$ cat src/hw/rtl/oit_pkg.sv
// Shared constants, codes and types for the two-channel interval timer.
// No dependencies; every other file of the block imports this package.
`timescale 1ns / 1ps
`default_nettype none

package oit_pkg;

	localparam int CHANNELS = 2;
	localparam int DATA_W   = 32;
	localparam int CMD_W    = 3;
	localparam int ADDR_W   = 4;
	localparam int SEL_W    = 3;
	localparam int IRQ_W    = 2;
	localparam int RS_W     = 2;
	localparam int PADDR_W  = 3;

	// Commands carried on the request channel
	localparam logic [CMD_W-1:0] CMD_TICK    = 3'd0;
	localparam logic [CMD_W-1:0] CMD_RD_BYTE = 3'd1;
	localparam logic [CMD_W-1:0] CMD_RD_WORD = 3'd2;
	localparam logic [CMD_W-1:0] CMD_WR_BYTE = 3'd3;
	localparam logic [CMD_W-1:0] CMD_WR_WORD = 3'd4;

	// Register select codes (low address bits)
	localparam logic [SEL_W-1:0] SEL_COMPARE = 3'd0;
	localparam logic [SEL_W-1:0] SEL_COUNT   = 3'd1;
	localparam logic [SEL_W-1:0] SEL_STATUS  = 3'd2;
	localparam logic [SEL_W-1:0] SEL_START   = 3'd3;
	localparam logic [SEL_W-1:0] SEL_STOP    = 3'd4;
	localparam logic [SEL_W-1:0] SEL_CONTROL = 3'd5;

	// Channel run states
	localparam logic [RS_W-1:0] RS_STOPPED = 2'd0;
	localparam logic [RS_W-1:0] RS_READY   = 2'd1;
	localparam logic [RS_W-1:0] RS_RUNNING = 2'd2;

	// Configuration register map (index is paddr[2])
	localparam logic REG_PRESCALE = 1'b0;

	localparam logic [DATA_W-1:0] DIVIDE_RESET = 32'd50000;

	// Operation handed to one channel for the current beat
	typedef struct packed {
		logic              update;
		logic              wr_control;
		logic              wr_start;
		logic              wr_stop;
		logic              wr_compare;
		logic [DATA_W-1:0] data;
		logic [DATA_W-1:0] seen;
	} oit_chan_op_t;

	// What a channel reports back
	typedef struct packed {
		logic              running;
		logic              irq;
		logic [DATA_W-1:0] count;
	} oit_chan_stat_t;

endpackage

`default_nettype wire

$ cat src/hw/rtl/oit_prescaler.sv
// Shared prescaler and update counter of the interval timer.
// Depends on oit_pkg.
`timescale 1ns / 1ps
`default_nettype none

module oit_prescaler
	import oit_pkg::*;
(
	input  wire logic              clk,
	input  wire logic              arst_n,
	input  wire logic              tick,
	input  wire logic [DATA_W-1:0] divide,
	output logic                   update,
	output logic [DATA_W-1:0]      seen
);

	logic [DATA_W-1:0] presc_q;
	logic [DATA_W-1:0] seen_q;
	logic [DATA_W-1:0] div_eff;
	logic [DATA_W:0]   next_wide;
	logic              wrap;

	// A zero divider acts as one
	assign div_eff   = (divide == '0) ? DATA_W'(1) : divide;
	assign next_wide = {1'b0, presc_q} + (DATA_W+1)'(1);
	assign wrap      = next_wide[DATA_W] || (next_wide[DATA_W-1:0] >= div_eff);
	assign update    = tick && (presc_q == '0);
	assign seen      = seen_q;

	always_ff @(posedge clk or negedge arst_n) begin
		if (!arst_n) begin
			presc_q <= '0;
			seen_q  <= '0;
		end else if (tick) begin
			presc_q <= wrap ? '0 : next_wide[DATA_W-1:0];
			if (update) begin
				seen_q <= seen_q + DATA_W'(1);
			end
		end
	end

endmodule

`default_nettype wire

$ cat config.mk
export PLATFORM = sky130hd
export DESIGN_NAME = oit_prescaler
export DESIGN_NICKNAME = d
export VERILOG_FILES = /design/src/hw/rtl/oit_pkg.sv /design/src/hw/rtl/oit_prescaler.sv
export SDC_FILE = /design/constraint.sdc
export NUM_CORES = 1
export LEC_CHECK = 0
export BUFFER_PORTS_ARGS = -buffer_cell sky130_fd_sc_hd__buf_2
export CAP_MARGIN = 25
export CORE_MARGIN = 2
export CORE_UTILIZATION = 45
export DETAILED_ROUTE_END_ITERATION = 12
export PLACE_DENSITY = 0.67
export SLEW_MARGIN = 0
export SYNTH_ARGS = -nofsm -noshare
export SYNTH_HDL_FRONTEND = slang
export SYNTH_SLANG_ARGS = --single-unit
$ cat constraint.sdc
create_clock -name clk -period 4.35 [get_ports clk]
set_clock_uncertainty 0.15 [all_clocks]
set_input_delay 0.87 -clock clk [delete_from_list [all_inputs] [get_ports clk]]
set_output_delay 0.87 -clock clk [all_outputs]
set_load 0.02 [all_outputs]
After elaboration in Yosys (flattened, before gate mapping)
Cells that the tools add are included.

Flip-flop bits (word level): 64. Word-level logic and storage cells: 12. Output and inout port bits: 33.

Reduce and logical (&&, ||, !) cells: 5. $lt $le $gt $ge: 1. $add $sub $neg: 2. Multiplexer cells: 2.

Operators with widths (number): 32-bit zero test (2); 32-bit two-way mux (2); 32-bit by 1-bit adder with 33-bit output (second input constant) (1); 32-bit by 1-bit adder with 32-bit output (second input constant) (1); 32-bit >= comparator (1); 2-bit AND reduction (1); 1-bit logical AND (1); 1-bit logical OR (1).

Longest topological paths before layout
Gate-level depths: netlist of the first run.

Word-level depth: 5. Mapped depth: 16. Gate-level depth less buffers: 15.

Worst setup path before layout of the first run
Ideal clock, no wire load.

Path kind: register to register. From: reg presc_q[2]. To: reg presc_q[18]. Data required time: 4082 ps. Data arrival time: 3356 ps. Cell stages (with the launch flop): 16. Setup slack: 726 ps. Clock period less this slack: 3624 ps. Library setup time: 118 ps. Cells stage by stage: dfrtp_1 buf_2 and3_1 nand3_1 nor3_1 and3_1 nand2b_1 nand2_1 ha_1 nand4_1 nor4_1 nand2_1 o221ai_2 clkbuf_1 o31ai_1 a21o_1.

Cells in the longest elaborated chain, start to end: 4.

RTL lines: start, declared (line oit_prescaler.sv:17) `logic [DATA_W-1:0] presc_q;`; start signal, assigned (line oit_prescaler.sv:35) `presc_q <= wrap ? '0 : next_wide[DATA_W-1:0];`; 32-bit by 1-bit adder with 33-bit output * (line oit_prescaler.sv:25) `assign next_wide = {1'b0, presc_q} + (DATA_W+1)'(1);`; 32-bit >= comparator (line oit_prescaler.sv:26) `assign wrap = next_wide[DATA_W] || (next_wide[DATA_W-1:0] >= div_eff);`; 1-bit logical OR (line oit_prescaler.sv:26); 32-bit two-way mux * (line oit_prescaler.sv:35).

Mark *: on every way between the ends. The rest lies on a longest branch, timed or not. A chain may end at the register's enable or synchronous reset.

Worst setup path after layout of the first run
From: reg presc_q[2]. To: reg presc_q[22].

Same word-level chain as after synthesis.

==> flow_summary.ini, run 1 <==
[layout]
area_delta_synth_final_pct = 17.5
n_antenna_cell = 0
final_nets = 604
fillerInstances = 896
final_area_sq_mm = 0.00509
drive_gt1_frac = 0.208

[routing]
ant_nets = 0
post-route-drc-count = 0
routed_via_count = 3684
drt_first_pass_iters = 4
detail_route.vias_per_cell = 5.51
wl_per_cell_um = 14.8
drt_iter0_drc = 151
routed_wirelength_um = 9900

[synthesis]
yosysTopAreaCellShare = 0.370
yosysWarnings = 0
synthesis.instances = 462
postSynthNetCount = 532
synth.most_common_cell = sky130_fd_sc_hd__dfrtp_1
synth.distinct_cells = 50
ys_seq_area_frac = 0.370
yosys-top-cells-area = sky130_fd_sc_hd__dfrtp_1 37%, sky130_fd_sc_hd__ha_1 10%, sky130_fd_sc_hd__xnor2_1 7.5%, sky130_fd_sc_hd__a22o_1 4.0%, sky130_fd_sc_hd__nand2_1 3.8%
synthArstFlopShare = 1.00
number_of_enable_type_register_cells_in_the_synthesized_netlist = 0
netlist_top_cells_count = 64 x sky130_fd_sc_hd__dfrtp_1, 44 x sky130_fd_sc_hd__nand2_1, 39 x sky130_fd_sc_hd__inv_1
ys_ff_latch = 64
synth.largest_area_cell = sky130_fd_sc_hd__dfrtp_1
synthesis.area_sq_mm = 0.00433
ys_dominant_reg_cell = sky130_fd_sc_hd__dfrtp_1
synthesis.area_per_instance_sq_um = 9.38

[sta]
final_period_minus_worst_setup_slack_ns = 3.99
timing.final.max_slew_violations = 0
grt_setup_unrepaired = false
setup_total_negative_slack_ns = 0
max_clk_rate_mhz = 251
relSlewSlack = 0.662
timing.final.setup_violations = 0
finalCritPeriodShare = 0.917
finalHoldViolCount = 0
worst_slew_pin_slew_ns = 0.502

[grt]
overall_fraction_of_global_route_tracks_in_use = 0.204
first_pass_grt_wire_length_um = 16900
number_of_global_route_vias_before_repair = 3600
grt_overflow = 0
grt_antenna_before_repair = 0
grt_max_degree = 44

[setup_path]
crit_path_cell_trace = and3_1, nand3_1, nor3_2, and3_1, nand2b_1, nand2_1, ha_1, nand4_1, nor4_2, nand2_1, o221ai_2, nor2_2, buf_4, a221o_1
crit_required_ns = 4.43
max_stage_delay_ns = 0.53
setup.worst_path.class = reg2reg
critPathArrivalTime_ns = 4.07
setup.worst_path.start_class = flip-flop
worstSetupEndpointType = flip-flop
critical_path.max_fanout = 21
crit_path_top_delay_cell = sky130_fd_sc_hd__dfrtp_1

[placement]
placement.io_buffers = 67
gpl_wtd_cong = 0.851
detailed_place_hpwl_um = 7500
dpl_cell_area_sq_mm = 0.00481

[floorplanning]
die_w_um = 102
core_area_sq_mm = 0.00928
design.portCount = 68
floorplan.die_area_sq_mm = 0.0104
die_h_um = 102
floorplan.initialDensity = 0.467
core.rowCount = 35

[cts]
cts-buffers-inserted = 9
clk_root_buffer_cell = sky130_fd_sc_hd__clkbuf_8
cts_tree = done
cts_htree_levels = 3
clock_path_buffers = 2
post_cts_hold_buffer_count = 0
cts.sinks = 64
worst_setup_hold_path_clk_slew_ns = 0.08
clock_latency_ns = 0.36

[outcome]
status = finished, final reports clean

[pwr]
cellPowerDensity_mw_per_mm2 = 309
power.leakage_nw = 2.64
vdd_ir_drop_max_v = 0.000187

[job]
maximum_capacitance_violations = 0

[worst_hold_path]
worst_min_path_class = in2async
==> where the power goes <==
group          leakage, nW  internal (W)  switching [W]
Sequential           0.877      0.000626      0.0000569
Clock                0.126      0.000388       0.000262
Combinational         1.64      0.000101       0.000136
Total                 2.64       0.00112       0.000456
==> worst max-delay path, delay by kind of cell, from the launching register on <==
family                     cells  cell delay, ns
AOI/OAI and AO/OA              2            0.57
DFF                            1            0.53
and+or+nand+nor               10            2.10
adders and majority gates      1            0.30
buffers and inverters          1            0.23
==> logic make-up after synthesis <==
| family | count (synthesis) | synth area share |
|---|---|---|
| buf+inv | 53 | 0.0503 |
| simple gates | 187 | 0.247 |
| mux | 2 | 0.00491 |
| flops | 64 | 0.370 |
| compound gates | 66 | 0.116 |
| xor+xnor | 55 | 0.111 |
| fa+ha+maj | 35 | 0.101 |
==> through the flow <==
step / total power [W] / instances / util / hold WS [ns] / setup slack, ns
global placement: 0.000925 / 651 / 0.518 / 0.303 / 0.187
global route: 0.00165 / 668 / 0.548 / 0.139 / 0.0590
detailed placement: 0.000931 / 651 / 0.518 / 0.302 / 0.115
floorplan: 0.000840 / 462 / - / 0.351 / 0.726
finish: 0.00157 / 668 / 0.548 / 0.157 / 0.362
CTS: 0.00158 / 667 / 0.545 / 0.324 / 0.0637
==> cells in the final DEF, fill, tap and decap left out, types with 3 or more instances in the layout <==
cell type / n
sky130_fd_sc_hd__and3_1: 12
sky130_fd_sc_hd__nand2b_1: 3
sky130_fd_sc_hd__ha_1: 35
sky130_fd_sc_hd__nand4_1: 22
sky130_fd_sc_hd__nor2_1: 19
sky130_fd_sc_hd__inv_1: 39
sky130_fd_sc_hd__and4_1: 5
sky130_fd_sc_hd__buf_2: 67
sky130_fd_sc_hd__and2_1: 8
sky130_fd_sc_hd__o31ai_1: 4
sky130_fd_sc_hd__nand3_1: 27
sky130_fd_sc_hd__nand2_1: 44
sky130_fd_sc_hd__a221o_1: 3
sky130_fd_sc_hd__dfrtp_1: 64
sky130_fd_sc_hd__a21oi_1: 11
sky130_fd_sc_hd__xnor2_1: 37
sky130_fd_sc_hd__o21ai_0: 4
sky130_fd_sc_hd__a211oi_1: 8
sky130_fd_sc_hd__clkbuf_8: 9
sky130_fd_sc_hd__bufinv_16: 3
sky130_fd_sc_hd__a22o_1: 20
sky130_fd_sc_hd__or2_2: 6
sky130_fd_sc_hd__buf_4: 6
sky130_fd_sc_hd__xor2_1: 18
sky130_fd_sc_hd__a21o_1: 9
sky130_fd_sc_hd__nor4_1: 21
==> registers in the layout, indices dropped and copies added (netlist names) <==
signal / cells
seen: 32
presc_q: 32
==> cell type report <==
class	instances	area, sq um	area share
Clock inverter	7	128	0.0251
Clock buffer	9	124	0.0243
Multi-Input combinational cell	345	2530	0.496
Inverter	40	150	0.0295
Tap cell	129	161	0.0317
Sequential cell	64	1600	0.315
Timing Repair Buffer	74	400	0.0786
==> worst paths after layout <==
| kind | start | to | slack, ns | cells past startpoint |
|---|---|---|---|---|
| max in group asynchronous | arst_n | presc_q[21]$_DFFE_PN0P_ | 3.12 | 3 |
| worst max-delay path | presc_q[2]$_DFFE_PN0P_ | presc_q[22]$_DFFE_PN0P_ | 0.36 | 14 |
| worst max register to register | presc_q[2]$_DFFE_PN0P_ | presc_q[22]$_DFFE_PN0P_ | 0.36 | 14 |
| worst min-delay path | arst_n | seen[5]$_DFFE_PN0P_ | 0.16 | 1 |
| min in group clk | seen[31]$_DFFE_PN0P_ | seen[31]$_DFFE_PN0P_ | 0.32 | 1 |
| worst min register to register | seen[31]$_DFFE_PN0P_ | seen[31]$_DFFE_PN0P_ | 0.32 | 1 |
==> what timing repair did <==
action                                 CTS  global route
endpoints found under the hold margin    0             0
resized for setup                        0             3
buffers inserted                         0             0
setup endpoints to repair                0            28
==> layer usage <==
metal	vias up	global-route usage	part of all wire
met5	-	0	0
met4	0	0.0523	0.0088
met3	11	0.0390	0.043
met2	63	0.342	0.49
met1	1800	0.272	0.46
li1	1810	-	-
No activity file was read; power rests on OpenSTA's default activity.
==> run 2, diff against run 1 <==
--- a/config.mk
+++ b/config.mk
@@ -8,9 +8,9 @@
 export BUFFER_PORTS_ARGS = -buffer_cell sky130_fd_sc_hd__buf_2
 export CAP_MARGIN = 25
 export CORE_MARGIN = 2
-export CORE_UTILIZATION = 45
+export CORE_UTILIZATION = 28
 export DETAILED_ROUTE_END_ITERATION = 12
-export PLACE_DENSITY = 0.67
+export PLACE_DENSITY = 0.46
 export SLEW_MARGIN = 0
 export SYNTH_ARGS = -nofsm -noshare
 export SYNTH_HDL_FRONTEND = slang
==> constraint.sdc (replaced) <==
create_clock -name clk -period 4.35 [get_ports clk]
set_clock_uncertainty 0.15 [all_clocks]
set_input_delay 0 -clock clk [delete_from_list [all_inputs] [get_ports clk]]
set_output_delay 0 -clock clk [all_outputs]
set_load 0.02 [all_outputs]
==> run 2 against run 1 <==
Effect of this change:
- hold slack lost 0.091 ns
- count of clock-buffer cells in the layout grew 1
- routed wire length rose by 11%
- highest routed layer unchanged
- first-iteration DRC count fell by 7.3%
- maximum frequency up 0.64%
- critical endpoint is now presc_q[10]$_DFFE_PN0P_
- utilization decreased by 20 points
==> flow_summary.ini, run 2 (synthesis results as in run 1) <==
[outcome]
status = finished, final reports clean

[layout]
fillerInstances = 1542
final_area_sq_mm = 0.00525
drive_gt1_frac = 0.210
final_nets = 609
layout.cells.most_common_list = 67 x sky130_fd_sc_hd__buf_2, 64 x sky130_fd_sc_hd__dfrtp_1, 44 x sky130_fd_sc_hd__nand2_1
area_delta_synth_final_pct = 21.2
layout.cells.non_filler = 732
multi_input_area_sq_mm = 0.00252
n_antenna_cell = 0
area.sequential_sq_mm = 0.00160
layout.cells.most_common = sky130_fd_sc_hd__buf_2

[cts]
worst_setup_hold_path_clk_slew_ns = 0.06
clk_root_buffer_cell = sky130_fd_sc_hd__clkbuf_16
clock_path_buffers = 2
clock_latency_ns = 0.33
cts_tree = done
cts_htree_levels = 3
cts.sinks = 64
cts-buffers-inserted = 9

[grt]
grt_max_degree = 40
first_pass_grt_wire_length_um = 17700
overall_fraction_of_global_route_tracks_in_use = 0.136
grt_overflow = 0
number_of_global_route_vias_before_repair = 3533
grt_antenna_before_repair = 0

[routing]
routed_wirelength_um = 11000
ant_nets = 0
drt_first_pass_iters = 4
detail_route.vias_per_cell = 5.07
drt_iter0_drc = 140
post-route-drc-count = 0
wl_per_cell_um = 15.1
routed_via_count = 3712

[job]
maximum_capacitance_violations = 0

[placement]
detailed_place_hpwl_um = 8470
gpl_wtd_cong = 0.799
setup_slack_at_placement_ns = 0.209
dpl_cell_area_sq_mm = 0.00491
dp_cells = 714
placement.io_buffers = 67

[setup_path]
crit_required_ns = 4.41
setup.worst_path.class = reg2reg
worstSetupEndpointType = flip-flop
critPathArrivalTime_ns = 4.02
critical_path.max_fanout = 9
setup.worst_path.start_class = flip-flop

[floorplanning]
die_w_um = 128
floorplan.die_area_sq_mm = 0.0165
core_area_sq_mm = 0.0151
floorplan.initialDensity = 0.286
die_h_um = 128
design.portCount = 68
core.rowCount = 45

[sta]
worst_slew_pin_slew_ns = 0.620
finalCritPeriodShare = 0.911
grt_setup_unrepaired = false
timing.final.max_slew_violations = 0
setup_ws_ns = 0.387
final_period_minus_worst_setup_slack_ns = 3.96
holdWs_ns = 0.0663
finalHoldViolCount = 0
timing.final.setup_violations = 0
relSlewSlack = 0.587
max_clk_rate_mhz = 252
setup_total_negative_slack_ns = 0

[pwr]
cellPowerDensity_mw_per_mm2 = 318
power.leakage_nw = 2.68
vdd_ir_drop_max_v = 0.000179

[worst_hold_path]
worst_min_path_class = in2async
==> run 2: critical path: stages, from the launching register on <==
cell and delay [ns]:
sky130_fd_sc_hd__dfrtp_1 0.51, sky130_fd_sc_hd__and4_4 0.31, sky130_fd_sc_hd__nand3_1 0.14, sky130_fd_sc_hd__nor3_2 0.32
sky130_fd_sc_hd__and3_1 0.23, sky130_fd_sc_hd__nand2b_1 0.13, sky130_fd_sc_hd__nand2_1 0.07, sky130_fd_sc_hd__ha_1 0.29
sky130_fd_sc_hd__nand4_1 0.17, sky130_fd_sc_hd__nor4_1 0.31, sky130_fd_sc_hd__buf_4 0.19, sky130_fd_sc_hd__nand2_1 0.07
sky130_fd_sc_hd__o221ai_2 0.34, sky130_fd_sc_hd__buf_4 0.25, sky130_fd_sc_hd__nor4_1 0.06, sky130_fd_sc_hd__a221o_1 0.28
==> run 2: repair_timing <==
item	4_1_cts	5_1_grt
endpoints found under the hold margin	31	0
setup buffers	0	0
hold buffers	2	0
gates resized for setup	0	3
endpoints found under the setup margin	0	19
==> run 2: per-layer routing <==
metal / global-route usage / part of all wire / vias to the layer above
met4: 0.0511 / 0.022 / 0
met1: 0.174 / 0.46 / 1788
met2: 0.228 / 0.48 / 92
met5: 0 / 0 / -
met3: 0.0270 / 0.040 / 18
li1: - / - / 1814
==> run 2: final cells by class <==
type                    count  area share
clock inverters             6      0.0129
inverters                  40      0.0286
clock buffers              10      0.0455
well taps                 188      0.0448
repair buffers             79      0.0820
flip-flops and latches     64       0.305
multi-input cells         345       0.481
==> run 2: metrics by stage <==
step	utilization	total power (W)
2_1_floorplan	-	0.000840
3_3_place_gp	0.324	0.000935
3_5_place_dp	0.324	0.000942
4_1_cts	0.346	0.00170
5_1_grt	0.347	0.00175
6_report	0.347	0.00167
==> run 2: report_power, final <==
part,internal [W],switching [W],leakage [nW],total [W]
clock network,0.000461,0.000278,0.145,0.000739
logic,0.000105,0.000149,1.66,0.000254
registers,0.000627,0.0000495,0.877,0.000677
total,0.00119,0.000477,2.68,0.00167
==> run 2: worst paths after layout <==
kind                                      endpoint  slack [ns]                    from  cells past startpoint
max                        presc_q[10]$_DFFE_PN0P_        0.39  presc_q[3]$_DFFE_PN0P_                     15
min in group clk           presc_q[28]$_DFFE_PN0P_        0.28              divide[31]                      7
max reg2reg                presc_q[10]$_DFFE_PN0P_        0.39  presc_q[3]$_DFFE_PN0P_                     15
min reg2reg                   seen[31]$_DFFE_PN0P_        0.32    seen[31]$_DFFE_PN0P_                      1
min                            seen[5]$_DFFE_PN0P_        0.07                  arst_n                      2
max in group asynchronous  presc_q[19]$_DFFE_PN0P_        3.04                  arst_n                      3
==> run 3, diff against run 2 <==
--- a/config.mk
+++ b/config.mk
@@ -10,6 +10,8 @@
 export CORE_MARGIN = 2
 export CORE_UTILIZATION = 28
 export DETAILED_ROUTE_END_ITERATION = 12
+export HOLD_SLACK_MARGIN = 0.06
+export MAX_ROUTING_LAYER = met4
 export PLACE_DENSITY = 0.46
 export SLEW_MARGIN = 0
 export SYNTH_ARGS = -nofsm -noshare
==> run 3 against run 2 <==
Effect of this change:
- sequential power hardly changed
- final area unchanged
- non-clock buffer count unchanged
- count of clock-buffer cells in the layout unchanged
- highest routed layer unchanged
- maximum frequency is 0.12% higher
- critical path type unchanged
==> flow_summary.ini, run 3 (synthesis results as in run 1) <==
[floorplanning]
die_w_um = 128
floorplan.die_area_sq_mm = 0.0165
core_area_sq_mm = 0.0151
core.rowCount = 45
die_h_um = 128
design.portCount = 68
floorplan.initialDensity = 0.286

[pwr]
cellPowerDensity_mw_per_mm2 = 318
power.leakage_nw = 2.68
vdd_ir_drop_max_v = 0.000178

[layout]
final_nets = 609
layout.cells.most_common_list = 67 x sky130_fd_sc_hd__buf_2, 64 x sky130_fd_sc_hd__dfrtp_1, 44 x sky130_fd_sc_hd__nand2_1
n_antenna_cell = 0
area_delta_synth_final_pct = 21.2
layout.cells.most_common = sky130_fd_sc_hd__buf_2
drive_gt1_frac = 0.210

[routing]
post-route-drc-count = 0
drt_first_pass_iters = 4
routed_wirelength_um = 11000
ant_nets = 0
drt_iter0_drc = 137
wl_per_cell_um = 15.0
routed_via_count = 3688
detail_route.vias_per_cell = 5.04

[placement]
gpl_wtd_cong = 0.811
detailed_place_hpwl_um = 8470
placement.io_buffers = 67

[cts]
clk_root_buffer_cell = sky130_fd_sc_hd__clkbuf_16
worst_setup_hold_path_clk_slew_ns = 0.06
cts_htree_levels = 3
clock_path_buffers = 2
clock_latency_ns = 0.33
cts-buffers-inserted = 9
cts_tree = done
cts.sinks = 64

[setup_path]
setup.worst_path.class = reg2reg
critical_path.max_fanout = 9
crit_required_ns = 4.41
reg2regPathDepth = 15
timing.reg2reg.setup_slack_ns = 0.39
critPathArrivalTime_ns = 4.01
setup.worst_path.start_class = flip-flop
worstSetupEndpointType = flip-flop

[grt]
first_pass_grt_wire_length_um = 17700
grt_max_degree = 40
grt_antenna_before_repair = 0
grt_overflow = 0
number_of_global_route_vias_before_repair = 3534
overall_fraction_of_global_route_tracks_in_use = 0.141

[sta]
timing.final.setup_violations = 0
timing.final.max_slew_violations = 0
worst_slew_pin_slew_ns = 0.618
holdWs_ns = 0.0654
setup_total_negative_slack_ns = 0
final_period_minus_worst_setup_slack_ns = 3.96
max_clk_rate_mhz = 253
grt_setup_unrepaired = false
finalCritPeriodShare = 0.910
finalHoldViolCount = 0
relSlewSlack = 0.588

[outcome]
status = finished, final reports clean

[worst_hold_path]
worst_min_path_class = in2async

[job]
maximum_capacitance_violations = 0
[run 3: layout make-up]
| type | instances | area, sq um |
|---|---|---|
| repair buffers | 79 | 430 |
| fillers | 1542 | 9900 |
| clock buffers | 10 | 239 |
| flip-flops and latches | 64 | 1600 |
| multi-input cells | 345 | 2520 |
| well taps | 188 | 235 |
| inverters | 40 | 150 |
| clock inverters | 6 | 67.6 |
[run 3: metrics by stage]
stage | util | power, W | setup slack, ns | instances | area [sq um]
final | 0.347 | 0.00167 | 0.392 | 732 | 5250
after global routing | 0.347 | 0.00176 | 0.00113 | 732 | 5250
after CTS | 0.346 | 0.00170 | 0.176 | 732 | 5240
after detailed placement | 0.324 | 0.000942 | 0.209 | 714 | 4910
after global placement | 0.324 | 0.000935 | 0.303 | 714 | 4910
after floorplan | - | 0.000840 | 0.726 | 462 | 4330
[run 3: path summary, 6_finish.rpt]
kind                                                 to                    from
worst max-delay path            presc_q[10]$_DFFE_PN0P_  presc_q[3]$_DFFE_PN0P_
worst min-delay path                seen[5]$_DFFE_PN0P_                  arst_n
worst max register to register  presc_q[10]$_DFFE_PN0P_  presc_q[3]$_DFFE_PN0P_
worst min register to register     seen[31]$_DFFE_PN0P_    seen[31]$_DFFE_PN0P_
max in group asynchronous       presc_q[19]$_DFFE_PN0P_                  arst_n
min in group clk                presc_q[28]$_DFFE_PN0P_              divide[31]
[run 3: what timing repair did]
item / CTS / global route
endpoints found under the hold margin: 31 / 0
resized for setup: 0 / 3
hold buffers: 2 / 0
setup endpoints to repair: 0 / 19
setup buffers: 0 / 0
[run 3: critical path, stage by stage, from the launching register on]
cell and delay, ns:
sky130_fd_sc_hd__dfrtp_1 0.51, sky130_fd_sc_hd__and4_4 0.31, sky130_fd_sc_hd__nand3_1 0.14, sky130_fd_sc_hd__nor3_2 0.33, sky130_fd_sc_hd__and3_1 0.23, sky130_fd_sc_hd__nand2b_1 0.12, sky130_fd_sc_hd__nand2_1 0.07, sky130_fd_sc_hd__ha_1 0.29
sky130_fd_sc_hd__nand4_1 0.17, sky130_fd_sc_hd__nor4_1 0.31, sky130_fd_sc_hd__buf_4 0.19, sky130_fd_sc_hd__nand2_1 0.07, sky130_fd_sc_hd__o221ai_2 0.34, sky130_fd_sc_hd__buf_4 0.25, sky130_fd_sc_hd__nor4_1 0.06, sky130_fd_sc_hd__a221o_1 0.28
[run 3: metal layers]
| layer | GRT usage | wire length, um |
|---|---|---|
| met3 | 0.0283 | 424 |
| met2 | 0.227 | 5300 |
| met4 | 0.0511 | 229 |
| met1 | 0.175 | 5050 |
| met5 | - | 0 |
[run 3: where the power goes]
part	switching (W)	internal, W
Sequential	0.0000497	0.000627
Clock	0.000277	0.000461
Combinational	0.000149	0.000105
