===== src/hw/rtl/oit_pkg.sv =====
// Shared constants, codes and types for the two-channel interval timer.
// No dependencies; every other file of the block imports this package.
`timescale 1ns / 1ps
`default_nettype none

package oit_pkg;

	localparam int CHANNELS = 2;
	localparam int DATA_W   = 32;
	localparam int CMD_W    = 3;
	localparam int ADDR_W   = 4;
	localparam int SEL_W    = 3;
	localparam int IRQ_W    = 2;
	localparam int RS_W     = 2;
	localparam int PADDR_W  = 3;

	// Commands carried on the request channel
	localparam logic [CMD_W-1:0] CMD_TICK    = 3'd0;
	localparam logic [CMD_W-1:0] CMD_RD_BYTE = 3'd1;
	localparam logic [CMD_W-1:0] CMD_RD_WORD = 3'd2;
	localparam logic [CMD_W-1:0] CMD_WR_BYTE = 3'd3;
	localparam logic [CMD_W-1:0] CMD_WR_WORD = 3'd4;

	// Register select codes (low address bits)
	localparam logic [SEL_W-1:0] SEL_COMPARE = 3'd0;
	localparam logic [SEL_W-1:0] SEL_COUNT   = 3'd1;
	localparam logic [SEL_W-1:0] SEL_STATUS  = 3'd2;
	localparam logic [SEL_W-1:0] SEL_START   = 3'd3;
	localparam logic [SEL_W-1:0] SEL_STOP    = 3'd4;
	localparam logic [SEL_W-1:0] SEL_CONTROL = 3'd5;

	// Channel run states
	localparam logic [RS_W-1:0] RS_STOPPED = 2'd0;
	localparam logic [RS_W-1:0] RS_READY   = 2'd1;
	localparam logic [RS_W-1:0] RS_RUNNING = 2'd2;

	// Configuration register map (index is paddr[2])
	localparam logic REG_PRESCALE = 1'b0;

	localparam logic [DATA_W-1:0] DIVIDE_RESET = 32'd50000;

	// Operation handed to one channel for the current beat
	typedef struct packed {
		logic              update;
		logic              wr_control;
		logic              wr_start;
		logic              wr_stop;
		logic              wr_compare;
		logic [DATA_W-1:0] data;
		logic [DATA_W-1:0] seen;
	} oit_chan_op_t;

	// What a channel reports back
	typedef struct packed {
		logic              running;
		logic              irq;
		logic [DATA_W-1:0] count;
	} oit_chan_stat_t;

endpackage

`default_nettype wire


===== src/hw/rtl/oit_channel.sv =====
// One compare-match timer channel: run state, count, compare and enable.
// Depends on oit_pkg.
`timescale 1ns / 1ps
`default_nettype none

module oit_channel
	import oit_pkg::*;
(
	input  wire logic  clk,
	input  wire logic  arst_n,
	input  wire oit_chan_op_t op,
	output oit_chan_stat_t stat
);

	logic [RS_W-1:0]   rs_q, rs_n;
	logic [DATA_W-1:0] cnt_q, cnt_n;
	logic [DATA_W-1:0] cmp_q, cmp_n;
	logic              en_q, en_n;
	logic              started_q, started_n;
	logic              irq;

	always_comb begin
		rs_n      = rs_q;
		cnt_n     = cnt_q;
		cmp_n     = cmp_q;
		en_n      = en_q;
		started_n = started_q;
		irq       = 1'b0;
		if (op.update) begin
			unique case (rs_q)
				RS_READY: begin
					rs_n      = RS_RUNNING;
					started_n = 1'b1;
					cnt_n     = '0;
				end
				RS_RUNNING: begin
					cnt_n = cnt_q + DATA_W'(1);
				end
				default: begin
					// never started: track the update count minus one
					if (!started_q) begin
						cnt_n = op.seen;
					end
				end
			endcase
			// match re-arms even a stopped channel
			if (en_q && (cnt_n == cmp_q)) begin
				rs_n = RS_READY;
				irq  = 1'b1;
			end
		end
		if (op.wr_control) begin
			en_n = ~op.data[0];
		end
		if (op.wr_start && op.data[0]) begin
			rs_n = RS_READY;
		end
		if (op.wr_stop && op.data[0]) begin
			rs_n = RS_STOPPED;
		end
		if (op.wr_compare) begin
			cmp_n = op.data;
		end
	end

	always_ff @(posedge clk or negedge arst_n) begin
		if (!arst_n) begin
			rs_q      <= RS_STOPPED;
			cnt_q     <= '0;
			cmp_q     <= '0;
			en_q      <= 1'b0;
			started_q <= 1'b0;
		end else begin
			rs_q      <= rs_n;
			cnt_q     <= cnt_n;
			cmp_q     <= cmp_n;
			en_q      <= en_n;
			started_q <= started_n;
		end
	end

	assign stat.running = (rs_q != RS_STOPPED);
	assign stat.irq     = irq;
	assign stat.count   = cnt_q;

endmodule

`default_nettype wire


===== config.mk =====
export PLATFORM = sky130hd
export DESIGN_NAME = oit_channel
export DESIGN_NICKNAME = d
export VERILOG_FILES = /design/src/hw/rtl/oit_pkg.sv /design/src/hw/rtl/oit_channel.sv
export SDC_FILE = /design/constraint.sdc
export NUM_CORES = 1
export LEC_CHECK = 0
export BUFFER_PORTS_ARGS = -buffer_cell sky130_fd_sc_hd__buf_2
export CORE_MARGIN = 1.5
export CORE_UTILIZATION = 55
export DETAILED_ROUTE_END_ITERATION = 6
export MAX_ROUTING_LAYER = met4
export PLACE_DENSITY = 0.79
export SYNTH_ARGS = -nofsm -noshare
export SYNTH_HDL_FRONTEND = slang
export SYNTH_SLANG_ARGS = --single-unit

===== constraint.sdc =====
create_clock -name clk -period 3.7 [get_ports clk]
set_input_delay 0.185 -clock clk [delete_from_list [all_inputs] [get_ports clk]]
set_output_delay 0.185 -clock clk [all_outputs]
set_load 0.03 [all_outputs]

## After elaboration in Yosys (flattened, before gate mapping)

Cells that the tools add are included.

| cells by class | value |
|---|---|
| $add $sub $neg | 1 |
| equality and inequality tests | 3 |
| muxes and demuxes | 10 |
| bitwise gates (word level) | 1 |
| reduce and logical (&&, ||, !) cells | 8 |

Operators by type and width:

| kind | number |
|---|---|
| $mux W32 | 2 |
| $pmux W32 S2 | 1 |
| $add A32 B1 Y32 const B | 1 |
| $eq A32 B32 Y1 | 1 |
| $mux W2 | 5 |
| $reduce_and A2 Y1 | 2 |
| $reduce_bool A4 Y1 | 1 |
| $logic_and A1 B1 Y1 | 3 |
| $reduce_bool A3 Y1 | 1 |
| $eq A2 B1 Y1 const B | 1 |
| $eq A2 B2 Y1 const B | 1 |
| $mux W1 | 2 |
| $reduce_bool A2 Y1 | 1 |
| $not A1 Y1 | 1 |

| storage, ports and cells | value |
|---|---|
| register bits | 68 |
| bits of input ports | 71 |

## Longest topological paths before layout

Gate-level depths: netlist (run 1).

| depth | value |
|---|---|
| depth in word-level cells | 9 |
| depth in mapped cells | 14 |
| mapped depth without buffers | 10 |

## Least setup slack after synthesis (run 1)

No wires, ideal clock.

| timing | value |
|---|---|
| path type | reg2out |
| start | register rs_q[0] |
| end | output stat[32] (netlist bit) |
| data arrival time | 2.867 ns |
| data required time | 3.515 ns |
| slack | 0.648 ns |
| stages on the path, launching flop included | 15 |
| path through | dfrtp_1 inv_1 ha_1 clkbuf_1 clkbuf_1 buf_2 buf_2 nor2_1 a21oi_1 xor2_1 nand4_1 nor4_1 nand4_1 nor4_2 buf_4 |

| between the ends | value |
|---|---|
| cells in the longest elaborated chain, start to end | 7 |

Ends and longest elaborated chain:

| what | RTL line | RTL |
|---|---|---|
| start: declaration | oit_channel.sv:15 | `logic [RS_W-1:0] rs_q, rs_n;` |
| start signal: assignment | oit_channel.sv:74 | `rs_q <= rs_n;` |
| $eq A2 B2 Y1 / $eq A2 B1 Y1 (equally long branches) | oit_channel.sv:30 | `unique case (rs_q)` |
| $pmux W32 S2 * | oit_channel.sv:30 |  |
| $mux W32 * | oit_channel.sv:29 | `if (op.update) begin` |
| $eq A32 B32 Y1 * | oit_channel.sv:47 | `if (en_q && (cnt_n == cmp_q)) begin` |
| $logic_and A1 B1 Y1 * | oit_channel.sv:47 |  |
| $mux W1 * | oit_channel.sv:47 |  |
| $mux W1 * | oit_channel.sv:29 |  |
| end: declaration | oit_channel.sv:12 | `output oit_chan_stat_t stat` |

Every way passes the cells marked *; elsewhere a longest branch is shown, timed or not. The select of a mux whose other input is x is not followed.

==> results of run 1 <==
## repair_timing
item	CTS	global route
endpoints found under the setup margin	1	1
endpoints found under the hold margin	37	0
gates resized for setup	6	30
pin swaps	0	1
buffers inserted	0	2
hold buffers	2	0
## per-stage QoR
step,total power [mW],setup slack (ns),cells,area (um2)
after CTS,2.661,0.002547,937,6827
after floorplan,1.592,0.6481,702,5841
after global routing,2.813,-0.002755,939,6974
after detailed placement,1.944,0.1069,919,6565
final,2.720,0.1252,939,6974
after global placement,1.926,0.1479,919,6565
## state kept, by name, indices dropped and copies added (netlist names)
name       count
en_q           1
cmp_q         32
started_q      1
cnt_q         32
rs_q           2
## critical path: stages (launching register included)
cell	delay [ns]
sky130_fd_sc_hd__dfrtp_2	0.50
sky130_fd_sc_hd__nand4_2	0.22
sky130_fd_sc_hd__or4_4	0.59
sky130_fd_sc_hd__nor4_4	0.39
sky130_fd_sc_hd__xor2_2	0.32
sky130_fd_sc_hd__o21ai_0	0.16
sky130_fd_sc_hd__nor3_1	0.19
sky130_fd_sc_hd__nand4_1	0.14
sky130_fd_sc_hd__nor4_2	0.28
sky130_fd_sc_hd__buf_4	0.21
## per-layer routing
layer  vias up  GRT usage [%]
met4         0          15.35
met3        69          9.319
met1      3043          56.48
met5         -              -
met2       472          58.30
li1       2832              -
## final cells by class
cell class	count	area share (%)
clock buffers	10	1.830
flip-flops and latches	68	24.58
multi-input cells	554	56.21
well taps	136	2.440
inverters	19	1.076
repair buffers	146	12.59
clock inverters	6	1.274
## Yosys cell counts (all sizes together), types with 5 or more instances
| cell type | number |
|---|---|
| o32ai | 5 |
| o21a | 6 |
| and4 | 8 |
| nand3 | 23 |
| o31ai | 5 |
| o211ai | 12 |
| xor2 | 13 |
| xnor2 | 18 |
| nand2 | 62 |
| mux2i | 28 |
| nor3 | 20 |
| or4 | 6 |
| buf | 27 |
| inv | 19 |
| clkbuf | 34 |
| nand2b | 7 |
| dfrtp | 68 |
| a22o | 9 |
| and3 | 18 |
| nor4 | 20 |
| a31oi | 9 |
| nor2 | 46 |
| mux2 | 38 |
| o21ai | 46 |
| a21oi | 37 |
| a211oi | 7 |
| nand3b | 6 |
| nand4 | 20 |
| o22ai | 5 |
## power by group
group          total (mW)  switching (mW)  leakage, nW  internal [mW]
sequential           1.03           0.194        0.831          0.836
clock               0.716           0.335        0.103          0.381
combinational       0.974           0.591         2.17          0.383
total                2.72            1.12         3.11           1.60
## worst min path at each step
stage               startpoint         to  depth (start not counted)
floorplan               arst_n   cmp_q[0]                          0
global placement        arst_n  cnt_q[20]                          1
detailed placement      arst_n  cnt_q[20]                          1
CTS                     op[65]    rs_q[0]                          2
global route            op[65]    rs_q[0]                          2
finish                  op[65]    rs_q[0]                          2
## cells by family after synthesis
logic type	after synthesis	synth area share (%)
flip-flops	68	29.13
buffers and inverters	80	5.805
multiplexers	66	12.13
AO/OA/AOI/OAI	187	21.62
XOR/XNOR	31	4.777
adder cells (fa/ha/maj)	4	0.8569
AND/OR/NAND/NOR	266	25.69
## cells in the final DEF (no fill, tap or decap), types with 18 or more instances in the layout
master                      n
sky130_fd_sc_hd__buf_2    103
sky130_fd_sc_hd__nand2_1   62
sky130_fd_sc_hd__dfrtp_1   60
sky130_fd_sc_hd__nor2_1    46
sky130_fd_sc_hd__o21ai_0   46
sky130_fd_sc_hd__mux2_2    38
sky130_fd_sc_hd__a21oi_1   37
sky130_fd_sc_hd__buf_4     36
sky130_fd_sc_hd__mux2i_1   28
sky130_fd_sc_hd__nand3_1   23
sky130_fd_sc_hd__inv_1     18
==> results.txt, run 1 <==
----------------------------------------------------
[Global route]
  Via count of the first global-routing pass ... 5986
  Total global routing overflow ... 0
  Initial antenna violation count ... 0
  Global routing usage summed across all routing layers ... 40.86%
  Pin count of the biggest net entering global routing ... 45
  Global-route wire length before repair ... 33.69 mm

[Floorplan]
  Width of the die ... 106.1 um
  Area of the placeable core ... 10320 um2
  Die area ... 11250 um2
  Rows ... 37
  Initial standard-cell utilization of the core ... 56.57%
  Top Ports ... 105
  Die extent in y ... 106.1 um

[Timing]
  Period utilization ... 96.62%
  Worst slew margin ... 37.33%
  Slew of the pin with the lowest slew margin ... 0.9401 ns
  Hold violation total from the final report ... 0
  Clock tree skew after final layout ... 0.008666 ns
  Final hold slack ... 0.01652 ns
  Max-slew violations ... 0
  Number of failing setup endpoints in the final timing report ... 0
  Sum Neg Setup Slack ... 0 ns
  Highest clock rate ... 279.7 MHz
  Final period demand of the worst path ... 3.575 ns

[Drt]
  Via-to-Cell Ratio ... 6.833
  Number of design rule violations left after detail routing ... 0
  Final ANT Viol Nets ... 0
  M1 WL ... 9.193 mm
  Number of iterations in the first detailed-routing pass ... 5
  Average wire per cell in the routed design ... 23.77 um
  Uppermost routed layer ... met4
  Routed via count ... 6416
  Metal2 WL ... 9.656 mm
  Detailed route wirelength on metal3 ... 2.691 mm
  Total routed wirelength ... 22.32 mm
  DRC violation total after the first TritonRoute iteration ... 907

[Clock tree]
  H-tree depth ... 3
  Clock buffer depth ... 2
  Source-to-sink clock delay at the later pin of the worst-skew pair ... 0.38 ns
  TritonCTS clock tree ... yes
  Total CTS buffers ... 9
  Clk Tree Root Cell ... sky130_fd_sc_hd__clkbuf_8
  Clock-pin slew reported for the worst setup and hold paths after clock tree synthesis ... 0.09 ns
  Number of sinks handled by clock tree synthesis ... 68

[Hold path]
  Worst min path class ... input pin to flip-flop

[Pwr]
  Worst supply voltage drop on vdd ... 0.3198 mV
  Static leakage ... 3.107 nW
  PwrDens ... 390.0 nW/um2

[Synth]
  FF+latch count, synth ... 68
  Ys async rst share ... 100.0%
  Biggest area consumer among synthesized cells ... sky130_fd_sc_hd__dfrtp_1
  Synthesis warning total ... 0
  Post-synthesis instance total ... 702
  Unique masters post-synth ... 78
  Area of the mapped netlist ... 5841 um2
  Dominant register cell in the synthesized netlist ... sky130_fd_sc_hd__dfrtp_1
  Post-synth EDFFs ... 0
  Net count after synthesis ... 777
  Biggest area contributors in the synthesized netlist ... sky130_fd_sc_hd__dfrtp_1, sky130_fd_sc_hd__mux2_2, sky130_fd_sc_hd__mux2i_1
  Post-Syn Area per Cell ... 8.320 um2
  Area share of the leading cell type in the synthesized netlist ... 29.13%
  Share of synthesized area occupied by flip-flops and latches ... 29.13%

[Flow run]
  Max Cap Violations ... 0

[Critical path]
  Start point of the critical path ... cnt_q[7]
  CP endpoint kind ... output port
  Worst R2R Setup Slack ... 0.51 ns
  End of the worst register-to-register path ... rs_q[0]
  Critical path start-end classification ... flip-flop to output port
  Data arrival time of the worst path ... 3.39 ns
  Logic depth of the worst register-to-register path ... 11
  CP Max Fanout ... 12
  Worst path required time ... 3.51 ns
  Critical Path Sink ... stat[32]
  Worst setup SP type ... flip-flop
  Worst flop-to-flop path startpoint ... rs_q[0]

[Cells and area]
  Fraction of layout instances using a drive strength above 1 ... 30.26%
  Layout fillers ... 888
  Area used by multi-input combinational logic ... 3920 um2
  Area delta synth->final ... 19.41%
  Number of nets at the end of the flow ... 873
  Footprint of the flip-flops and latches ... 1714 um2
  Number of diodes ... 0
  Post-route core utilization ... 67.56%

[Outcome]
  Status ... complete, no violations

[Place]
  Buffers on Ports ... 104
  RePlAce Congestion ... 1.053
  Post-detail-place hpwl ... 16.43 mm

----------------------------------------------------
No activity file was read; power rests on OpenSTA's default activity.
==> inputs of run 2 (changes only) <==
--- a/config.mk
+++ b/config.mk
@@ -5,7 +5,8 @@
 export SDC_FILE = /design/constraint.sdc
 export NUM_CORES = 1
 export LEC_CHECK = 0
-export BUFFER_PORTS_ARGS = -buffer_cell sky130_fd_sc_hd__buf_2
+export BUFFER_PORTS_ARGS = -buffer_cell sky130_fd_sc_hd__buf_4
+export CORE_ASPECT_RATIO = 0.9
 export CORE_MARGIN = 1.5
 export CORE_UTILIZATION = 55
 export DETAILED_ROUTE_END_ITERATION = 6
==> results.txt, run 2 (synthesis results as in run 1) <==
----------------------------------------------------
[Timing]
  Worst slew margin ... 40.96%
  Final hold slack ... -0.03922 ns
  Period utilization ... 100.1%
  Final period demand of the worst path ... 3.705 ns
  Hold violation total from the final report ... 38
  Post-layout worst setup margin ... -0.004754 ns
  Max-slew violations ... 0
  Unrepaired setup endpoints after global routing ... no
  Number of failing setup endpoints in the final timing report ... 1
  Slew of the pin with the lowest slew margin ... 0.8857 ns
  Clock tree skew after final layout ... 0.009641 ns
  Highest clock rate ... 269.9 MHz

[Pwr]
  Pint ... 1.988 mW
  Fraction of power spent switching nets ... 36.67%
  Switching power ... 1.152 mW
  Worst supply voltage drop on vdd ... 0.4255 mV
  PwrDens ... 432.3 nW/um2
  Part of the power in the clock network ... 34.2%
  Static leakage ... 3.209 nW
  Seq pwr share ... 33.1%
  Portion of total power attributed to combinational logic ... 32.7%

[Critical path]
  Worst setup SP type ... flip-flop
  Critical path start-end classification ... flip-flop to output port
  Worst path required time ... 3.51 ns
  Series of cell instances along the critical path ... and3_1 -> nand2_1 -> or4_1 -> and3_1 -> a22o_1 -> nor4_1 -> nand2_1 -> nor4_4 -> buf_6
  Buffering stage count on the worst path with inverters included ... 1
  Logic depth of the worst register-to-register path ... 11
  CP endpoint kind ... output port
  Worst path max stage delay ... 0.66 ns
  Cell class contributing the biggest share of worst-path delay ... simple AND/OR/NAND/NOR gates
  Worst R2R Setup Slack ... 0.43 ns
  Slowest-stage cell, CP ... sky130_fd_sc_hd__or4_1
  Number of gates on the worst path with buffers counted ... 9
  Data arrival time of the worst path ... 3.52 ns
  CP Max Fanout ... 12

[Drt]
  Average wire per cell in the routed design ... 24.49 um
  DRC violation total after the first TritonRoute iteration ... 1009
  Number of design rule violations left after detail routing ... 7
  Final ANT Viol Nets ... 0
  Total routed wirelength ... 22.65 mm
  Number of iterations in the first detailed-routing pass ... 7
  Via-to-Cell Ratio ... 7.149
  Routed via count ... 6613

[Clock tree]
  Clock buffer depth ... 2
  Number of hold buffers added after cts ... 0
  Source-to-sink clock delay at the later pin of the worst-skew pair ... 0.34 ns
  Clock-pin slew reported for the worst setup and hold paths after clock tree synthesis ... 0.06 ns
  H-tree depth ... 3
  Clk Tree Root Cell ... sky130_fd_sc_hd__clkbuf_16
  Total CTS buffers ... 9
  TritonCTS clock tree ... yes
  Post-CTS setup repair buffer count ... 0
  Number of sinks handled by clock tree synthesis ... 68

[Floorplan]
  Rows ... 35
  Initial standard-cell utilization of the core ... 56.75%
  Area of the placeable core ... 10290 um2
  Top Ports ... 105
  Width of the die ... 111.6 um
  Die area ... 11250 um2
  Die extent in y ... 100.8 um

[Hold path]
  Worst min path class ... input pin to async pin

[Cells and area]
  Post-layout instance area ... 7263 um2
  Number of diodes ... 0
  Top library cells by usage in the layout, fill and taps aside ... sky130_fd_sc_hd__buf_4, sky130_fd_sc_hd__nand2_1, sky130_fd_sc_hd__dfrtp_1
  Post-route core utilization ... 70.58%
  Most common cell after layout, fill and taps aside ... sky130_fd_sc_hd__buf_4
  Largest registers ranked by flip-flop count ... cmp_q: 32 flops, cnt_q: 32 flops, rs_q: 2 flops
  Number of nets at the end of the flow ... 867
  Layout fillers ... 835
  Area used by multi-input combinational logic ... 3869 um2
  Fraction of layout instances using a drive strength above 1 ... 29.40%
  Footprint of the flip-flops and latches ... 1712 um2
  Area delta synth->final ... 24.36%
  Final Instance Count excl. Fillers ... 925

[Place]
  Setup slack after placement ... 0.4167 ns
  RePlAce Congestion ... 1.079
  Buffers on Ports ... 104
  Cell Area, Placed ... 6814 um2
  Post-detail-place hpwl ... 16.87 mm
  Count of placed standard cells including taps ... 910

[Global route]
  Initial antenna violation count ... 0
  Global-route wire length before repair ... 34.41 mm
  Pin count of the biggest net entering global routing ... 69
  Total global routing overflow ... 0
  Via count of the first global-routing pass ... 6005
  Global routing usage summed across all routing layers ... 41.09%

[Flow run]
  Max Cap Violations ... 0

[Outcome]
  Status ... finished, violations left
  Violated checks ... DRC, hold timing, setup timing

----------------------------------------------------
-- run 2: cell count changes in the layout (fill, tap and decap cells not counted), moves of 3 or more --
cell,before,now
sky130_fd_sc_hd__buf_2,103,0
sky130_fd_sc_hd__clkbuf_8,9,0
sky130_fd_sc_hd__clkinvlp_4,3,0
sky130_fd_sc_hd__clkbuf_16,0,9
sky130_fd_sc_hd__buf_4,36,135
-- run 2: timing repair --
action,in CTS,in global routing
setup endpoints to repair,0,1
gates resized for setup,0,24
endpoints found under the hold margin,0,0
-- run 2: worst paths after layout --
check,start,end
max,cnt_q[18],stat[32]
min in group clk,op[67],en_q
min reg2reg,cmp_q[9],cmp_q[9]
max in group asynchronous,arst_n,cnt_q[6]
max reg2reg,rs_q[0],rs_q[0]
min,arst_n,cmp_q[20]
-- run 2: power groups by stage --
stage	combinational [mW]	clock [mW]	sequential (mW)
final	1.03	1.07	1.04
after global routing	1.08	1.10	1.05
after CTS	0.984	1.08	1.02
after detailed placement	0.979	0	1.03
after global placement	0.973	0	1.03
after floorplan	0.542	0	1.05
-- run 2: metrics by stage --
| step | setup TNS [ns] | total power [mW] |
|---|---|---|
| floorplan | 0 | 1.592 |
| global placement | 0 | 2.002 |
| detailed placement | 0 | 2.014 |
| CTS | 0 | 3.082 |
| global route | 0 | 3.233 |
| finish | -0.004754 | 3.140 |
-- run 2: per-layer routing --
layer | up-vias | track usage, % | share of wire, %
li1 | 2831 | - | -
met5 | - | - | 0
met4 | 0 | 12.95 | 3.2
met3 | 92 | 11.61 | 13
met1 | 3134 | 56.25 | 41
met2 | 556 | 58.86 | 42
-- run 2: final cells by class --
class	instances	area share, %
clock inverter	6	1.895
tap	129	2.222
timing repair buffer	140	14.97
inverter	19	0.9819
clock buffer	9	3.101
sequential	68	23.57
multi-input combinational	554	53.26
==> inputs of run 3 (changes only) <==
--- a/config.mk
+++ b/config.mk
@@ -5,13 +5,14 @@
 export SDC_FILE = /design/constraint.sdc
 export NUM_CORES = 1
 export LEC_CHECK = 0
+export ABC_AREA = 1
 export BUFFER_PORTS_ARGS = -buffer_cell sky130_fd_sc_hd__buf_4
 export CORE_ASPECT_RATIO = 0.9
 export CORE_MARGIN = 1.5
 export CORE_UTILIZATION = 55
 export DETAILED_ROUTE_END_ITERATION = 6
 export MAX_ROUTING_LAYER = met4
-export PLACE_DENSITY = 0.79
+export PLACE_DENSITY = 0.8
 export SYNTH_ARGS = -nofsm -noshare
 export SYNTH_HDL_FRONTEND = slang
 export SYNTH_SLANG_ARGS = --single-unit
==> results.txt, run 3 <==
----------------------------------------------------
[Timing]
  Unrepaired setup endpoints after global routing ... no
  Sum Neg Setup Slack ... 0 ns
  Hold violation total from the final report ... 0
  Post-layout worst setup margin ... 0.3008 ns
  Final hold slack ... 0.01608 ns
  Slew of the pin with the lowest slew margin ... 0.9230 ns
  Highest clock rate ... 294.2 MHz
  Worst slew margin ... 38.46%
  Clock tree skew after final layout ... 0.01009 ns
  Number of failing setup endpoints in the final timing report ... 0
  Period utilization ... 91.87%
  Max-slew violations ... 0
  Final period demand of the worst path ... 3.399 ns

[Flow run]
  Max Cap Violations ... 0

[Pwr]
  Overall power after layout ... 2.975 mW
  Static leakage ... 3.097 nW
  PwrDens ... 494.2 nW/um2
  Worst supply voltage drop on vdd ... 0.3517 mV

[Critical path]
  Worst path required time ... 3.51 ns
  Slowest-stage cell, CP ... sky130_fd_sc_hd__dfrtp_1
  Worst path max stage delay ... 0.39 ns
  Series of cell instances along the critical path ... inv_1 -> ha_1 -> nand2_1 -> clkinv_1 -> o211ai_1 -> nand2_1 -> nand2_1 -> and3_1 -> nand4_1 -> nor2_1 -> nand2_1 -> nor2_1 -> nand3_1 -> nor3_1 -> nand3_1 -> nor2_1 -> buf_4
  Data arrival time of the worst path ... 3.21 ns
  Worst setup SP type ... flip-flop
  CP Max Fanout ... 7
  Most used cell, CP ... sky130_fd_sc_hd__nand2_1
  CP endpoint kind ... output port
  Critical path start-end classification ... flip-flop to output port

[Cells and area]
  Area delta synth->final ... 21.76%
  Fraction of layout instances using a drive strength above 1 ... 17.23%
  Top library cells by usage in the layout, fill and taps aside ... sky130_fd_sc_hd__nand2_1, sky130_fd_sc_hd__buf_4, sky130_fd_sc_hd__nand3_1
  Final Instance Count excl. Fillers ... 1001
  Number of diodes ... 0
  Post-route core utilization ... 69.62%
  Post-layout instance area ... 6021 um2
  Largest registers ranked by flip-flop count ... cmp_q: 32 flops, cnt_q: 32 flops, rs_q: 2 flops
  Number of nets at the end of the flow ... 952
  Most common cell after layout, fill and taps aside ... sky130_fd_sc_hd__nand2_1

[Synth]
  Share of synthesized cell area in and, or, nand and nor gates ... 42.31%
  Post-Syn Area per Cell ... 6.339 um2
  Multiplexer fraction of the synthesized cell area ... 0.9109%
  XOR/XNOR Fraction of Synth Area ... 0.8856%
  Ys async rst share ... 100.0%
  Dominant register cell in the synthesized netlist ... sky130_fd_sc_hd__dfrtp_1
  Area share of the leading cell type in the synthesized netlist ... 34.41%
  Biggest area consumer among synthesized cells ... sky130_fd_sc_hd__dfrtp_1
  Post-synthesis instance total ... 780
  Count leader, synth ... sky130_fd_sc_hd__nand2_1
  Area of the mapped netlist ... 4945 um2
  Net count after synthesis ... 855
  Post-synth top cells ... sky130_fd_sc_hd__nand2_1, sky130_fd_sc_hd__nand3_1, sky130_fd_sc_hd__inv_1, sky130_fd_sc_hd__o21ai_0, sky130_fd_sc_hd__dfrtp_1
  Unique masters post-synth ... 32
  Fraction of the mapped netlist area in compound gates ... 12.10%
  FF+latch count, synth ... 68
  Biggest area contributors in the synthesized netlist ... sky130_fd_sc_hd__dfrtp_1, sky130_fd_sc_hd__nand2_1, sky130_fd_sc_hd__nand3_1
  Synthesis warning total ... 0
  Combinational family with the most area after synthesis ... simple AND/OR/NAND/NOR gates
  Post-synth EDFFs ... 0
  Share of synthesized area occupied by flip-flops and latches ... 34.41%
  Arithmetic-cell share of the synthesized area counting full adders, half adders and majority gates ... 1.012%

[Place]
  Post-detail-place hpwl ... 12.72 mm
  Setup slack after placement ... 0.7484 ns
  Buffers on Ports ... 104
  Cell Area, Placed ... 5813 um2
  RePlAce Congestion ... 0.9676
  Count of placed standard cells including taps ... 982

[Clock tree]
  Source-to-sink clock delay at the later pin of the worst-skew pair ... 0.37 ns
  Clock buffer depth ... 2
  Post-CTS setup repair buffer count ... 0
  Number of sinks handled by clock tree synthesis ... 68
  TritonCTS clock tree ... yes
  Clk Tree Root Cell ... sky130_fd_sc_hd__clkbuf_8
  H-tree depth ... 3
  Clock-pin slew reported for the worst setup and hold paths after clock tree synthesis ... 0.08 ns
  Total CTS buffers ... 9

[Floorplan]
  Width of the die ... 102.9 um
  Die area ... 9569 um2
  Top Ports ... 105
  Rows ... 32
  Die extent in y ... 92.95 um
  Area of the placeable core ... 8648 um2
  Initial standard-cell utilization of the core ... 57.18%

[Global route]
  Pin count of the biggest net entering global routing ... 69
  Global-route wire length before repair ... 26.45 mm
  Initial antenna violation count ... 0
  Total global routing overflow ... 0
  Global routing usage summed across all routing layers ... 37.65%
  Via count of the first global-routing pass ... 5369

[Drt]
  Routed via count ... 5679
  Total routed wirelength ... 16.81 mm
  Number of iterations in the first detailed-routing pass ... 7
  DRC violation total after the first TritonRoute iteration ... 453
  Average wire per cell in the routed design ... 16.80 um
  Final ANT Viol Nets ... 0
  Number of design rule violations left after detail routing ... 0
  Via-to-Cell Ratio ... 5.673

[Hold path]
  Worst min path class ... input pin to flip-flop

[Outcome]
  Status ... complete, no violations

----------------------------------------------------
[run 3: cell count changes after synthesis, moves of 17 or more]
cell / before / now
sky130_fd_sc_hd__clkbuf_1: 34 / 17
sky130_fd_sc_hd__mux2_2: 38 / 4
sky130_fd_sc_hd__o21ai_0: 46 / 69
sky130_fd_sc_hd__nand3_1: 23 / 92
sky130_fd_sc_hd__o211ai_1: 12 / 29
sky130_fd_sc_hd__a21oi_1: 37 / 2
sky130_fd_sc_hd__nand2_1: 62 / 303
sky130_fd_sc_hd__xnor2_1: 17 / 0
sky130_fd_sc_hd__inv_1: 19 / 76
sky130_fd_sc_hd__mux2i_1: 28 / 0
[run 3: final cells by class]
class                           count  area, um2
Multi-Input combinational cell    605       2829
Fill cell                         773       2628
Sequential cell                    68       1702
Timing Repair Buffer              115      870.8
Inverter                           78      292.8
Tap cell                          119      148.9
Clock buffer                       10      127.6
Clock inverter                      6      50.05
[run 3: worst max-delay path, delay by kind of cell (launching register included)]
family | cells | cell delay (ns)
AOI/OAI and AO/OA | 1 | 0.21
adders and majority gates | 1 | 0.33
buffers and inverters | 3 | 0.45
DFF | 1 | 0.39
and+or+nand+nor | 12 | 1.46
[run 3: routing by layer]
metal	global-route usage [%]	share of wire, %
met1	51.65	43
met2	54.66	44
met3	8.830	9.9
met4	12.73	2.8
met5	-	0
[run 3: final timing paths]
kind                                   to  depth (start not counted)     from  slack [ns]
worst min register to register    rs_q[1]                          2  rs_q[1]        0.53
worst min-delay path            cmp_q[25]                          3   op[57]        0.02
max in group asynchronous       cnt_q[31]                          2   arst_n        2.59
min in group asynchronous       cnt_q[16]                          2   arst_n        0.49
worst max-delay path             stat[32]                         17  rs_q[0]        0.30
worst max register to register    rs_q[0]                         18  rs_q[0]        0.87
[run 3: kinds of logic (layout without fill, tap and decap cells)]
group | count (synthesis) | after routing
AOI/OAI and AO/OA | 104 | 104
xor gates and xnor gates | 5 | 5
adders and majority gates | 4 | 4
buffers and inverters | 107 | 209
DFF | 68 | 68
muxes | 4 | 4
and+or+nand+nor | 488 | 488
[run 3: timing repair]
item	4_1_cts	5_1_grt
endpoints found under the setup margin	0	1
hold endpoints to repair	68	0
gates resized for setup	0	1
hold buffers	3	0
[run 3: power by group]
part | switching, mW | internal [mW]
sequential | 0.184 | 0.861
clock | 0.337 | 0.249
combinational | 0.894 | 0.451
